### src/design/ptdr_pkg.sv
`timescale 1ns / 1ps
package ptdr_pkg;

    localparam int MAX_VERTICES = 16;
    localparam int VIDX_W       = $clog2(MAX_VERTICES);
    localparam int VCNT_W       = $clog2(MAX_VERTICES + 1);
    localparam int IMAGE_SIZE   = 400;
    localparam int FRAC_BITS    = 16;
    localparam int ACC_W        = 17 + FRAC_BITS + 1;
    localparam int STEP_W       = FRAC_BITS + 2;
    localparam int QUO_W        = FRAC_BITS + 1;
    localparam int QCNT_W       = $clog2(QUO_W);
    localparam int POS_W        = 9;
    localparam int COORD_W      = 16;
    localparam int WIDE_W       = 28;
    localparam int Q14_W        = 14;
    localparam int PIVOT_X      = 200;
    localparam int PIVOT_Y_SCL  = 185;
    localparam int PIVOT_Y_ROT  = 200;
    localparam int NUM_REGS     = 6;

    // input codes
    localparam logic [2:0] FUNC_VERTEX    = 3'd0;
    localparam logic [2:0] FUNC_CLOSE     = 3'd1;
    localparam logic [2:0] FUNC_TRANSLATE = 3'd2;
    localparam logic [2:0] FUNC_SCALE     = 3'd3;
    localparam logic [2:0] FUNC_ROTATE    = 3'd4;
    localparam logic [2:0] FUNC_TICK      = 3'd5;

    // register indexes
    localparam logic [2:0] REG_SHIFT_X = 3'd0;
    localparam logic [2:0] REG_SHIFT_Y = 3'd1;
    localparam logic [2:0] REG_SCALE_X = 3'd2;
    localparam logic [2:0] REG_SCALE_Y = 3'd3;
    localparam logic [2:0] REG_COS     = 3'd4;
    localparam logic [2:0] REG_SIN     = 3'd5;

    typedef enum logic [1:0] {
        MODE_LIVE, MODE_TRANSLATE, MODE_SCALE, MODE_ROTATE
    } mode_t;

    typedef enum logic [2:0] {
        KIND_NONE, KIND_VERTEX, KIND_CLOSE, KIND_REDRAW, KIND_TICK
    } kind_t;

    typedef struct packed {
        kind_t              kind;
        mode_t              mode;
        logic [POS_W-1:0]   pos_x;
        logic [POS_W-1:0]   pos_y;
    } item_t;

    typedef struct packed {
        logic signed [9:0]  shift_x;
        logic signed [9:0]  shift_y;
        logic signed [7:0]  scale_x;
        logic signed [7:0]  scale_y;
        logic signed [15:0] cos_q14;
        logic signed [15:0] sin_q14;
    } cfg_t;

    function automatic logic signed [COORD_W-1:0] sat16(input logic signed [WIDE_W-1:0] v);
        logic signed [COORD_W-1:0] r;
        if (v > WIDE_W'(32767)) begin
            r = 16'sh7fff;
        end else if (v < -WIDE_W'(32768)) begin
            r = 16'sh8000;
        end else begin
            r = v[COORD_W-1:0];
        end
        return r;
    endfunction

endpackage

### src/design/ptdr_front.sv
`timescale 1ns / 1ps
module ptdr_front import ptdr_pkg::*; (
    input  logic        aclk,
    input  logic        aresetn,
    input  logic        s_tvalid,
    output logic        s_tready,
    input  logic [2:0]  s_func,
    input  logic [POS_W-1:0] s_pos_x,
    input  logic [POS_W-1:0] s_pos_y,
    output logic        q_valid,
    output item_t       q_item,
    input  logic        q_pop
);

    item_t      fifo_reg [2];
    logic       wr_ptr_reg, wr_ptr_next;
    logic       rd_ptr_reg, rd_ptr_next;
    logic [1:0] cnt_reg, cnt_next;
    item_t      cls;
    logic       push;

    // classify the incoming code
    always_comb begin
        cls.pos_x = s_pos_x;
        cls.pos_y = s_pos_y;
        cls.mode  = MODE_LIVE;
        unique case (s_func)
            FUNC_VERTEX:    cls.kind = KIND_VERTEX;
            FUNC_CLOSE:     cls.kind = KIND_CLOSE;
            FUNC_TRANSLATE: begin cls.kind = KIND_REDRAW; cls.mode = MODE_TRANSLATE; end
            FUNC_SCALE:     begin cls.kind = KIND_REDRAW; cls.mode = MODE_SCALE; end
            FUNC_ROTATE:    begin cls.kind = KIND_REDRAW; cls.mode = MODE_ROTATE; end
            FUNC_TICK:      cls.kind = KIND_TICK;
            default:        cls.kind = KIND_NONE;
        endcase
    end

    assign s_tready = (cnt_reg != 2'd2);
    assign push     = s_tvalid && s_tready;
    assign q_valid  = (cnt_reg != 2'd0);
    assign q_item   = fifo_reg[rd_ptr_reg];

    always_comb begin
        wr_ptr_next = wr_ptr_reg ^ push;
        rd_ptr_next = rd_ptr_reg ^ (q_pop && q_valid);
        cnt_next    = cnt_reg + 2'(push) - 2'(q_pop && q_valid);
    end

    always_ff @(posedge aclk) begin
        if (push) begin
            fifo_reg[wr_ptr_reg] <= cls;
        end
        if (!aresetn) begin
            wr_ptr_reg <= 1'b0;
            rd_ptr_reg <= 1'b0;
            cnt_reg    <= 2'd0;
        end else begin
            wr_ptr_reg <= wr_ptr_next;
            rd_ptr_reg <= rd_ptr_next;
            cnt_reg    <= cnt_next;
        end
    end

endmodule

### src/design/ptdr_back.sv
`timescale 1ns / 1ps
module ptdr_back import ptdr_pkg::*; (
    input  logic        aclk,
    input  logic        aresetn,
    input  cfg_t        cfg,
    input  logic        q_valid,
    input  item_t       q_item,
    output logic        q_pop,
    output logic        m_tvalid,
    input  logic        m_tready,
    output logic signed [COORD_W-1:0] m_pix_x,
    output logic signed [COORD_W-1:0] m_pix_y,
    output logic        m_in_image,
    output logic        m_clear_first,
    output logic        m_last,
    output logic        m_dropped
);

    typedef enum logic [3:0] {
        S_IDLE, S_RDA, S_RDB, S_CAPB, S_XM, S_XS, S_DIFF, S_DIV, S_EMIT
    } state_t;

    state_t state_reg;

    logic [2*POS_W-1:0] mem [MAX_VERTICES];
    logic [2*POS_W-1:0] rd_data_reg;
    logic [VIDX_W-1:0]  rd_addr;
    logic [2*POS_W-1:0] va_reg, vb_reg;
    logic [POS_W-1:0]   first_x_reg, first_y_reg;

    logic [VCNT_W-1:0]  vcnt_reg;
    logic [VCNT_W-1:0]  edge_reg;
    logic               open_reg;
    mode_t              mode_reg;
    logic               pend_clr_reg;
    logic               dropped_reg;

    logic               sel_reg;
    logic signed [26:0] p_xc_reg, p_ys_reg, p_xs_reg, p_yc_reg;
    logic signed [18:0] p_sx_reg, p_sy_reg;
    logic signed [COORD_W-1:0] ta_x_reg, ta_y_reg, tb_x_reg, tb_y_reg;

    logic signed [ACC_W-1:0]  acc_x_reg, acc_y_reg;
    logic signed [STEP_W-1:0] step_x_reg, step_y_reg;
    logic [16:0]        left_reg;
    logic [15:0]        span_reg;
    logic               neg_x_reg, neg_y_reg;
    logic [17:0]        rx_reg, ry_reg;
    logic [QUO_W-1:0]   qx_reg, qy_reg;
    logic [QCNT_W-1:0]  qcnt_reg;

    logic               more_edges;
    logic               out_free;

    // transform datapath
    logic [2*POS_W-1:0]  vsel;
    logic signed [10:0]  cx, cy, cyr;
    logic signed [WIDE_W-1:0] rot_x, rot_y, tx_w, ty_w;
    logic signed [COORD_W-1:0] tx, ty;

    // line setup
    logic signed [COORD_W-1:0] sx0, sy0, sx1, sy1;
    logic signed [16:0]  dx, dy;
    logic [15:0]         mx, my, span;

    // pixel
    logic signed [ACC_W-1:0] ax_adj, ay_adj, px_w, py_w;
    logic signed [COORD_W-1:0] px, py;
    logic                in_img;

    assign more_edges = (edge_reg + VCNT_W'(1)) < vcnt_reg;
    assign out_free   = !m_tvalid || m_tready;
    assign q_pop      = (state_reg == S_IDLE) && q_valid;

    always_comb begin
        rd_addr = edge_reg[VIDX_W-1:0];
        if (state_reg == S_RDA) begin
            rd_addr = edge_reg[VIDX_W-1:0] + VIDX_W'(1);
        end
    end

    always_comb begin
        vsel = sel_reg ? vb_reg : va_reg;
        cx   = 11'(signed'({2'b0, vsel[2*POS_W-1:POS_W]})) - 11'sd200;
        cy   = 11'(signed'({2'b0, vsel[POS_W-1:0]})) - 11'(PIVOT_Y_SCL);
        cyr  = 11'(signed'({2'b0, vsel[POS_W-1:0]})) - 11'(PIVOT_Y_ROT);
        rot_x = WIDE_W'(p_xc_reg) - WIDE_W'(p_ys_reg);
        rot_y = WIDE_W'(p_xs_reg) + WIDE_W'(p_yc_reg);
        // truncate toward zero
        rot_x = ((rot_x + (rot_x[WIDE_W-1] ? WIDE_W'(16383) : WIDE_W'(0))) >>> Q14_W)
                + WIDE_W'(PIVOT_X);
        rot_y = ((rot_y + (rot_y[WIDE_W-1] ? WIDE_W'(16383) : WIDE_W'(0))) >>> Q14_W)
                + WIDE_W'(PIVOT_Y_ROT);
        case (mode_reg)
            MODE_TRANSLATE: begin
                tx_w = WIDE_W'(vsel[2*POS_W-1:POS_W]) + WIDE_W'(cfg.shift_x);
                ty_w = WIDE_W'(vsel[POS_W-1:0]) - WIDE_W'(cfg.shift_y);
            end
            MODE_SCALE: begin
                tx_w = WIDE_W'(p_sx_reg) + WIDE_W'(PIVOT_X);
                ty_w = WIDE_W'(p_sy_reg) + WIDE_W'(PIVOT_Y_SCL);
            end
            MODE_ROTATE: begin
                tx_w = rot_x;
                ty_w = rot_y;
            end
            default: begin
                tx_w = WIDE_W'(vsel[2*POS_W-1:POS_W]);
                ty_w = WIDE_W'(vsel[POS_W-1:0]);
            end
        endcase
        tx = sat16(tx_w);
        ty = sat16(ty_w);
    end

    // a holds vertex e+1, b holds vertex e
    // live edges run newer to older, redraw edges run forward
    always_comb begin
        if (mode_reg == MODE_LIVE) begin
            sx0 = ta_x_reg; sy0 = ta_y_reg; sx1 = tb_x_reg; sy1 = tb_y_reg;
        end else begin
            sx0 = tb_x_reg; sy0 = tb_y_reg; sx1 = ta_x_reg; sy1 = ta_y_reg;
        end
        dx   = 17'(sx1) - 17'(sx0);
        dy   = 17'(sy1) - 17'(sy0);
        mx   = dx[16] ? 16'(-dx) : dx[15:0];
        my   = dy[16] ? 16'(-dy) : dy[15:0];
        span = (mx > my) ? mx : my;
    end

    always_comb begin
        ax_adj = acc_x_reg + (acc_x_reg[ACC_W-1] ? ACC_W'((1 << FRAC_BITS) - 1) : ACC_W'(0));
        ay_adj = acc_y_reg + (acc_y_reg[ACC_W-1] ? ACC_W'((1 << FRAC_BITS) - 1) : ACC_W'(0));
        px_w   = ax_adj >>> FRAC_BITS;
        py_w   = ay_adj >>> FRAC_BITS;
        px     = px_w[COORD_W-1:0];
        py     = py_w[COORD_W-1:0];
        in_img = (px >= 0) && (px < COORD_W'(IMAGE_SIZE)) &&
                 (py >= 0) && (py < COORD_W'(IMAGE_SIZE));
    end

    always_ff @(posedge aclk) begin
        rd_data_reg <= mem[rd_addr];
        if (state_reg == S_IDLE && q_valid && open_reg && vcnt_reg < VCNT_W'(MAX_VERTICES)) begin
            if (q_item.kind == KIND_VERTEX) begin
                mem[vcnt_reg[VIDX_W-1:0]] <= {q_item.pos_x, q_item.pos_y};
            end else if (q_item.kind == KIND_CLOSE && vcnt_reg != '0) begin
                mem[vcnt_reg[VIDX_W-1:0]] <= {first_x_reg, first_y_reg};
            end
        end
    end

    always_ff @(posedge aclk) begin
        if (!aresetn) begin
            state_reg    <= S_IDLE;
            vcnt_reg     <= '0;
            edge_reg     <= '0;
            open_reg     <= 1'b1;
            mode_reg     <= MODE_LIVE;
            pend_clr_reg <= 1'b0;
            dropped_reg  <= 1'b0;
            left_reg     <= '0;
            m_tvalid     <= 1'b0;
            sel_reg      <= 1'b0;
        end else begin
            // the emit state sets the output valid itself
            if (m_tvalid && m_tready && state_reg != S_EMIT) begin
                m_tvalid <= 1'b0;
            end
            unique case (state_reg)
                S_IDLE: begin
                    if (q_valid) begin
                        case (q_item.kind)
                            KIND_VERTEX, KIND_CLOSE: begin
                                if (open_reg) begin
                                    if (q_item.kind == KIND_CLOSE) begin
                                        open_reg <= 1'b0;
                                    end
                                    if (q_item.kind == KIND_CLOSE && vcnt_reg == '0) begin
                                        open_reg <= 1'b0;
                                    end else if (vcnt_reg >= VCNT_W'(MAX_VERTICES)) begin
                                        dropped_reg <= 1'b1;
                                    end else begin
                                        if (vcnt_reg == '0) begin
                                            first_x_reg <= q_item.pos_x;
                                            first_y_reg <= q_item.pos_y;
                                        end
                                        vcnt_reg <= vcnt_reg + VCNT_W'(1);
                                    end
                                end
                            end
                            KIND_REDRAW: begin
                                mode_reg     <= q_item.mode;
                                edge_reg     <= '0;
                                left_reg     <= '0;
                                pend_clr_reg <= 1'b1;
                            end
                            KIND_TICK: begin
                                if (left_reg != '0) begin
                                    state_reg <= S_EMIT;
                                end else if (more_edges) begin
                                    state_reg <= S_RDA;
                                end else begin
                                    mode_reg <= MODE_LIVE;
                                end
                            end
                            default: ;
                        endcase
                    end
                end
                S_RDA: state_reg <= S_RDB;
                S_RDB: begin
                    va_reg    <= rd_data_reg;
                    state_reg <= S_CAPB;
                end
                S_CAPB: begin
                    vb_reg    <= rd_data_reg;
                    sel_reg   <= 1'b0;
                    edge_reg  <= edge_reg + VCNT_W'(1);
                    state_reg <= S_XM;
                end
                S_XM: begin
                    p_xc_reg  <= 27'(cx) * 27'(cfg.cos_q14);
                    p_ys_reg  <= 27'(cyr) * 27'(cfg.sin_q14);
                    p_xs_reg  <= 27'(cx) * 27'(cfg.sin_q14);
                    p_yc_reg  <= 27'(cyr) * 27'(cfg.cos_q14);
                    p_sx_reg  <= 19'(cx) * 19'(cfg.scale_x);
                    p_sy_reg  <= 19'(cy) * 19'(cfg.scale_y);
                    state_reg <= S_XS;
                end
                S_XS: begin
                    if (!sel_reg) begin
                        ta_x_reg  <= tx;
                        ta_y_reg  <= ty;
                        sel_reg   <= 1'b1;
                        state_reg <= S_XM;
                    end else begin
                        tb_x_reg  <= tx;
                        tb_y_reg  <= ty;
                        state_reg <= S_DIFF;
                    end
                end
                S_DIFF: begin
                    acc_x_reg <= (ACC_W'(sx0) <<< FRAC_BITS) + ACC_W'(1 << (FRAC_BITS - 1));
                    acc_y_reg <= (ACC_W'(sy0) <<< FRAC_BITS) + ACC_W'(1 << (FRAC_BITS - 1));
                    span_reg  <= span;
                    neg_x_reg <= dx[16];
                    neg_y_reg <= dy[16];
                    rx_reg    <= 18'(mx);
                    ry_reg    <= 18'(my);
                    qx_reg    <= '0;
                    qy_reg    <= '0;
                    qcnt_reg  <= QCNT_W'(QUO_W - 1);
                    if (span == '0) begin
                        step_x_reg <= '0;
                        step_y_reg <= '0;
                        left_reg   <= 17'd1;
                        state_reg  <= S_EMIT;
                    end else begin
                        state_reg  <= S_DIV;
                    end
                end
                S_DIV: begin
                    // one quotient bit per cycle on each axis
                    if (rx_reg >= 18'(span_reg)) begin
                        rx_reg <= (rx_reg - 18'(span_reg)) << 1;
                        qx_reg <= {qx_reg[QUO_W-2:0], 1'b1};
                    end else begin
                        rx_reg <= rx_reg << 1;
                        qx_reg <= {qx_reg[QUO_W-2:0], 1'b0};
                    end
                    if (ry_reg >= 18'(span_reg)) begin
                        ry_reg <= (ry_reg - 18'(span_reg)) << 1;
                        qy_reg <= {qy_reg[QUO_W-2:0], 1'b1};
                    end else begin
                        ry_reg <= ry_reg << 1;
                        qy_reg <= {qy_reg[QUO_W-2:0], 1'b0};
                    end
                    qcnt_reg <= qcnt_reg - QCNT_W'(1);
                    if (qcnt_reg == '0) begin
                        state_reg <= S_EMIT;
                        left_reg  <= 17'(span_reg);
                    end
                end
                S_EMIT: begin
                    if (out_free) begin
                        m_tvalid      <= 1'b1;
                        m_pix_x       <= px;
                        m_pix_y       <= py;
                        m_in_image    <= in_img;
                        m_clear_first <= pend_clr_reg;
                        m_dropped     <= dropped_reg;
                        m_last        <= (left_reg == 17'd1) && !more_edges;
                        if ((left_reg == 17'd1) && !more_edges) begin
                            mode_reg <= MODE_LIVE;
                        end
                        pend_clr_reg  <= 1'b0;
                        acc_x_reg     <= acc_x_reg + ACC_W'(step_x_reg);
                        acc_y_reg     <= acc_y_reg + ACC_W'(step_y_reg);
                        left_reg      <= left_reg - 17'd1;
                        state_reg     <= S_IDLE;
                    end
                end
                default: state_reg <= S_IDLE;
            endcase
            // division finishing writes the signed steps
            if (state_reg == S_DIV && qcnt_reg == '0) begin
                step_x_reg <= neg_x_reg ? -STEP_W'({qx_reg[QUO_W-2:0], (rx_reg >= 18'(span_reg))})
                                        :  STEP_W'({qx_reg[QUO_W-2:0], (rx_reg >= 18'(span_reg))});
                step_y_reg <= neg_y_reg ? -STEP_W'({qy_reg[QUO_W-2:0], (ry_reg >= 18'(span_reg))})
                                        :  STEP_W'({qy_reg[QUO_W-2:0], (ry_reg >= 18'(span_reg))});
            end
        end
    end

endmodule

### src/design/polygon_transform_dda_raster_core.sv
`timescale 1ns / 1ps
// vertex, close and redraw items retire as they leave the queue
// a tick inside a segment goes to the emit state, which registers its pixel once the output is free
// a tick that opens a segment passes through store reads, two transforms,
// and a 17-step divider producing both axis steps in parallel
// reset: aresetn synchronous, active low; clears queue, counters, flags and the
// output valid, loads register defaults; the vertex store is left uninitialized
module polygon_transform_dda_raster_core import ptdr_pkg::*; (
    input  logic        aclk,
    input  logic        aresetn,
    // config write channel
    input  logic        cfg_valid,
    output logic        cfg_ready,
    input  logic [2:0]  cfg_index,
    input  logic [15:0] cfg_data,
    // input items
    input  logic        s_tvalid,
    output logic        s_tready,
    input  logic [23:0] s_tdata,   // pos_x[8:0], pos_y[17:9], zero fill
    input  logic [2:0]  s_tuser,   // func
    // pixel items
    output logic        m_tvalid,
    input  logic        m_tready,
    output logic [39:0] m_tdata,   // pix_x[15:0], pix_y[31:16], in_image[32],
                                   // clear_first[33], vertex_dropped[34], zero fill
    output logic        m_tlast    // last_of_draw
);

    cfg_t  cfg_reg;
    logic  q_valid, q_pop;
    item_t q_item;
    logic signed [COORD_W-1:0] pix_x, pix_y;
    logic  in_image, clear_first, dropped;

    // config writes are always taken, unknown indexes ignored
    assign cfg_ready = 1'b1;

    always_ff @(posedge aclk) begin
        if (!aresetn) begin
            cfg_reg.shift_x <= '0;
            cfg_reg.shift_y <= '0;
            cfg_reg.scale_x <= 8'sd1;
            cfg_reg.scale_y <= 8'sd1;
            cfg_reg.cos_q14 <= 16'sd16384;
            cfg_reg.sin_q14 <= '0;
        end else if (cfg_valid) begin
            case (cfg_index)
                REG_SHIFT_X: cfg_reg.shift_x <= cfg_data[9:0];
                REG_SHIFT_Y: cfg_reg.shift_y <= cfg_data[9:0];
                REG_SCALE_X: cfg_reg.scale_x <= cfg_data[7:0];
                REG_SCALE_Y: cfg_reg.scale_y <= cfg_data[7:0];
                REG_COS:     cfg_reg.cos_q14 <= cfg_data;
                REG_SIN:     cfg_reg.sin_q14 <= cfg_data;
                default: ;
            endcase
        end
    end

    // front: accept and classify into a two-item queue
    ptdr_front u_front (
        .aclk     (aclk),
        .aresetn  (aresetn),
        .s_tvalid (s_tvalid),
        .s_tready (s_tready),
        .s_func   (s_tuser),
        .s_pos_x  (s_tdata[8:0]),
        .s_pos_y  (s_tdata[17:9]),
        .q_valid  (q_valid),
        .q_item   (q_item),
        .q_pop    (q_pop)
    );

    // back: polygon store, transforms, line setup and pixel stepping
    ptdr_back u_back (
        .aclk          (aclk),
        .aresetn       (aresetn),
        .cfg           (cfg_reg),
        .q_valid       (q_valid),
        .q_item        (q_item),
        .q_pop         (q_pop),
        .m_tvalid      (m_tvalid),
        .m_tready      (m_tready),
        .m_pix_x       (pix_x),
        .m_pix_y       (pix_y),
        .m_in_image    (in_image),
        .m_clear_first (clear_first),
        .m_last        (m_tlast),
        .m_dropped     (dropped)
    );

    assign m_tdata = {5'b0, dropped, clear_first, in_image, pix_y, pix_x};

    // output valid drops during reset
    assert property (@(posedge aclk) !aresetn |=> !m_tvalid)
        else $error("output valid after reset");

    // the dropped flag is sticky
    assert property (@(posedge aclk) disable iff (!aresetn)
        $past(aresetn) && $past(m_tdata[34]) |-> m_tdata[34])
        else $error("dropped flag cleared");

endmodule
### config.mk
export PLATFORM = sky130hd
export DESIGN_NAME = polygon_transform_dda_raster_core
export DESIGN_NICKNAME = d
export VERILOG_FILES = /design/src/design/ptdr_pkg.sv /design/src/design/ptdr_front.sv /design/src/design/ptdr_back.sv /design/src/design/polygon_transform_dda_raster_core.sv
export SDC_FILE = /design/constraint.sdc
export NUM_CORES = 2
export LEC_CHECK = 0
export BUFFER_PORTS_ARGS = -buffer_cell sky130_fd_sc_hd__buf_2
export CORE_MARGIN = 1.5
export CORE_UTILIZATION = 50
export DETAILED_ROUTE_END_ITERATION = 8
export PLACE_DENSITY = 0.65
export SLEW_MARGIN = 20
export SYNTH_ARGS = -nofsm -noshare
export SYNTH_HDL_FRONTEND = slang
export SYNTH_SLANG_ARGS = --single-unit
### constraint.sdc
create_clock -name aclk -period 15.4 [get_ports aclk]
set_input_delay 0.77 -clock aclk [delete_from_list [all_inputs] [get_ports aclk]]
set_output_delay 0.77 -clock aclk [all_outputs]
set_load 0.01 [all_outputs]
==> summary.md <==
TritonCTS built the clock tree. The clock-pin slew reported for the worst setup and hold paths after clock tree synthesis is 0.06 ns, and the area of the multi-input gates is 0.0494 mm^2. The tools report the reg-to-reg setup timing slack as 6.28 ns. The cell sitting at the root of the clock tree is a sky130_fd_sc_hd__clkbuf_16. The number of H-tree levels was 3; the core region area was 0.161 mm^2. Number of buffers created by CTS: 111.

The largest stage delay on the critical path is 0.57 ns. Data arrives at the worst endpoint at 9.61 ns. Of all nets on the critical path, the largest fanout is 43. Measured along the x axis, the die boundary spans 405 um.

The number of buffers and inverters on the critical path is 7. After the first detailed-routing iteration, the DRC count stood at 4120. The final count of pins violating max slew is 0. For the clock skew, the log shows 0.0690 ns.

The run gives 6 as the first-pass iteration count of the detailed router. Setup repair after global routing left no endpoint under its margin. Max-cap violations in this run came to 0.

The slack of the critical path was 6.28 ns. The startpoint identified for the worst register-to-register timing path is u_back.sel_reg. On the critical path, the stage with the largest delay is an instance of sky130_fd_sc_hd__xnor2_2.

The run gives 3 as the worst-case clock buffer depth. The transition at the pin with the smallest max-transition slack was 1.10 ns. For this run, design rule violations remaining after detail routing come to 0. The overall power of the completed layout is 0.00719 W, and the number of warnings issued by yosys is 0. The final-layout fill cell count was 14000; the layout cell share with drive strength beyond 1 was 8.29%. The number of standard cells after synthesis came out at 7702. For this design the ratio of total power to cell area is 82.2 mW/mm^2. The final RePlAce weighted congestion was 0.899. The die covers 0.164 mm^2.

The run gives 6.39 ns as the worst setup slack after placement. The logs give 0 for the final hold violation count and 198000 um for the total wirelength of the detailed-routed design. After synthesis the cells add up to 0.0808 mm^2. Using the TritonRoute via totals, the vias-per-cell ratio works out to 5.66. The critical path required time came out at 15.89 ns. The end of the worst register-to-register path is u_back.p_xc_reg[25]. The run gives 0 as the number of buffers inserted by post-CTS setup repair. The number of different library cells in the post-synthesis netlist is 118, and the leakage power of the design is 35.4 nW. The cell family contributing the most delay on the critical path is adder cells. In this run the worst hold path is classified as in -> reg. The mean cell area of the mapped netlist was 10.5 um^2. For the final layout net count, the log shows 8988.

The post-cts resize count is 0. Across all layers, the routed design uses 56300 vias. For the site row count, the log shows 147. The setup path with the least slack is of type reg -> reg. The top cell types in the final layout, fill and taps aside, are 861 x sky130_fd_sc_hd__inv_1, 826 x sky130_fd_sc_hd__nand2_1, 823 x sky130_fd_sc_hd__edfxtp_1. Number of sinks handled by clock tree synthesis: 952. The most common cell type on the critical path was sky130_fd_sc_hd__fa_1.

Entering global routing, the biggest net connects 85 pins. The total global-route track usage was 24.7%. The critical path ends at u_back.p_xc_reg[25]. The number of hold buffers added after cts is 0.

Counting buffers and inverters, the worst setup path is 29 cells deep. After detailed routing, the average wire length per cell comes to 19.9 um. The clock insertion delay at the later pin of the skew report came out at 0.76 ns. Across the VDD grid, the largest voltage drop is 84.1 uV. The worst setup path is launched from a flop. In the final timing run, aggregate negative setup slack is 0 ns. From synthesis to final layout, the design area changed by 8.20%. The number of enable flip-flop cells after synthesis was 823. Leaving out fill and tap cells, the most frequent cell in the layout is sky130_fd_sc_hd__inv_1. The die boundary height was 405 um; the count of buffers from port buffering was 82.

The period utilization was 59.2%. The via count of the first global-routing pass is 56700. Among all flip-flop cells after synthesis, the most frequent one is sky130_fd_sc_hd__edfxtp_1.

The initial utilization of the core area, before any placement, comes to 50.3%. The synthesis-stage register bit count was 952; the wire length of the first global-routing pass was 317000 um. The placed instances occupy a cell area of 0.0836 mm^2. Relative slew slack: 24.6%. For this run, the top clock speed supported by timing is 110 MHz. The post-route antenna net violation count is 0.

The first element of the critical path was u_back.sel_reg. The post-route cell area was 0.0875 mm^2; the path depth of the worst reg2reg path was 29. The kind of end point of the critical path is a flop.

The combined flip-flop and latch cell area is 0.0273 mm^2, and the flip-flop count of the largest register after layout is 288. The run finished with clean final reports. Sequential elements use 33.8% of the synthesized area. The run gives 95 as the I/O pin count.

The async set-or-reset flop fraction in the synthesized netlist is 0%, and the sum of net half-perimeters after detailed placement is 145000 um. The worst path in the final design needs a cycle of 9.12 ns, including I/O delays and setup. For the total congestion overflow after global routing, the log shows 0.

Setup violations remaining at the end of the flow were counted as 0. The number of antenna violations at the first check in global routing came out at 5.
how the worst min path moves through the flow:
| stage | slack, ns | cells after the start | start | end |
|---|---|---|---|---|
| detailed placement | 0.42 | 0 | u_back.rd_data_reg[2] | u_back.va_reg[2] |
| CTS | 0.15 | 1 | s_tdata[5] | u_front.fifo_reg[0][14] |
| floorplan | 0.40 | 0 | u_back.rd_data_reg[0] | u_back.va_reg[0] |
| global placement | 0.41 | 0 | u_back.rd_data_reg[0] | u_back.va_reg[0] |
| global route | 0.17 | 1 | s_tdata[5] | u_front.fifo_reg[0][14] |
| finish | 0.20 | 1 | s_tdata[9] | u_front.fifo_reg[0][0] |
report_power, final:
group,switching [W],internal (W)
clock,0.00116,0.00153
combinational,0.000916,0.000547
sequential,0.0000407,0.00300
total,0.00212,0.00507
kinds of logic after synthesis:
kind of cell | count (synthesis) | share of synthesized area [%]
flops | 952 | 33.8
other cells | 2 | 0.00929
compound gates | 1231 | 10.3
simple gates | 2361 | 14.5
fa+ha+maj | 1284 | 26.3
buf+inv | 1174 | 5.57
mux | 200 | 4.10
xor+xnor | 498 | 5.45
cells in the mapped netlist, drive strengths merged (12+ instances only):
library cell,count,area share (%)
or4,18,0.17
xnor2,345,3.8
buf,45,0.33
fa,698,17
mux2i,55,0.69
or2,44,0.34
a211oi,63,0.65
o41ai,13,0.15
o211a,17,0.21
o21bai,54,0.50
nand2b,132,1.0
o31ai,34,0.33
a41oi,13,0.16
ha,566,8.8
o21a,45,0.42
o21ai,231,1.4
inv,862,4.0
nand2,827,3.8
or3,66,0.52
mux2,45,0.63
a2111oi,12,0.15
nor2b,235,1.8
mux4,100,2.8
nand4,45,0.35
a31oi,54,0.43
and3,49,0.38
a21boi,97,0.90
nor3,124,0.78
a21o,117,1.1
maj3,20,0.25
nor2,340,1.6
o22ai,29,0.23
and2,302,2.3
dfxtp,129,3.2
a21oi,299,1.9
clkbuf,266,1.2
edfxtp,823,31
nand3,106,0.66
xor2,152,1.7
nor4,18,0.15
o211ai,29,0.27
worst reg2reg max path: cells and delay by family, from the launching register on:
kind	cells	cell delay [ns]
fa+ha+maj	7	3.15
compound gates	10	2.53
buf+inv	7	1.64
xor+xnor	2	0.66
flops	1	0.33
mux	1	0.31
simple gates	2	0.25
through the flow:
stage          hold WS [ns]  cells  util (%)
2_1_floorplan         0.404   7706         -
3_3_place_gp          0.406   9719      52.1
3_5_place_dp          0.416   9719      52.1
4_1_cts               0.154   9930      54.4
5_1_grt               0.167   9934      54.5
6_report              0.204   9937      54.5
area by class of cell:
| cell class | instances | share of cell area, % |
|---|---|---|
| Inverter | 863 | 3.70 |
| Sequential cell | 952 | 31.2 |
| Clock inverter | 74 | 0.885 |
| Antenna cell | 6 | 0.0172 |
| Timing Repair Buffer | 165 | 1.20 |
| Clock buffer | 137 | 3.44 |
| Multi-Input combinational cell | 5580 | 56.5 |
| Tap cell | 2160 | 3.09 |
layer usage:
| metal | wire, um | GRT usage (%) | up-vias |
|---|---|---|---|
| met3 | 11800 | 3.14 | 272 |
| met5 | 0 | 0 | - |
| li1 | - | - | 26400 |
| met1 | 87900 | 34.5 | 28100 |
| met4 | 5910 | 6.86 | 0 |
| met2 | 92500 | 40.3 | 1523 |
(Power assumes the default switching activity.)
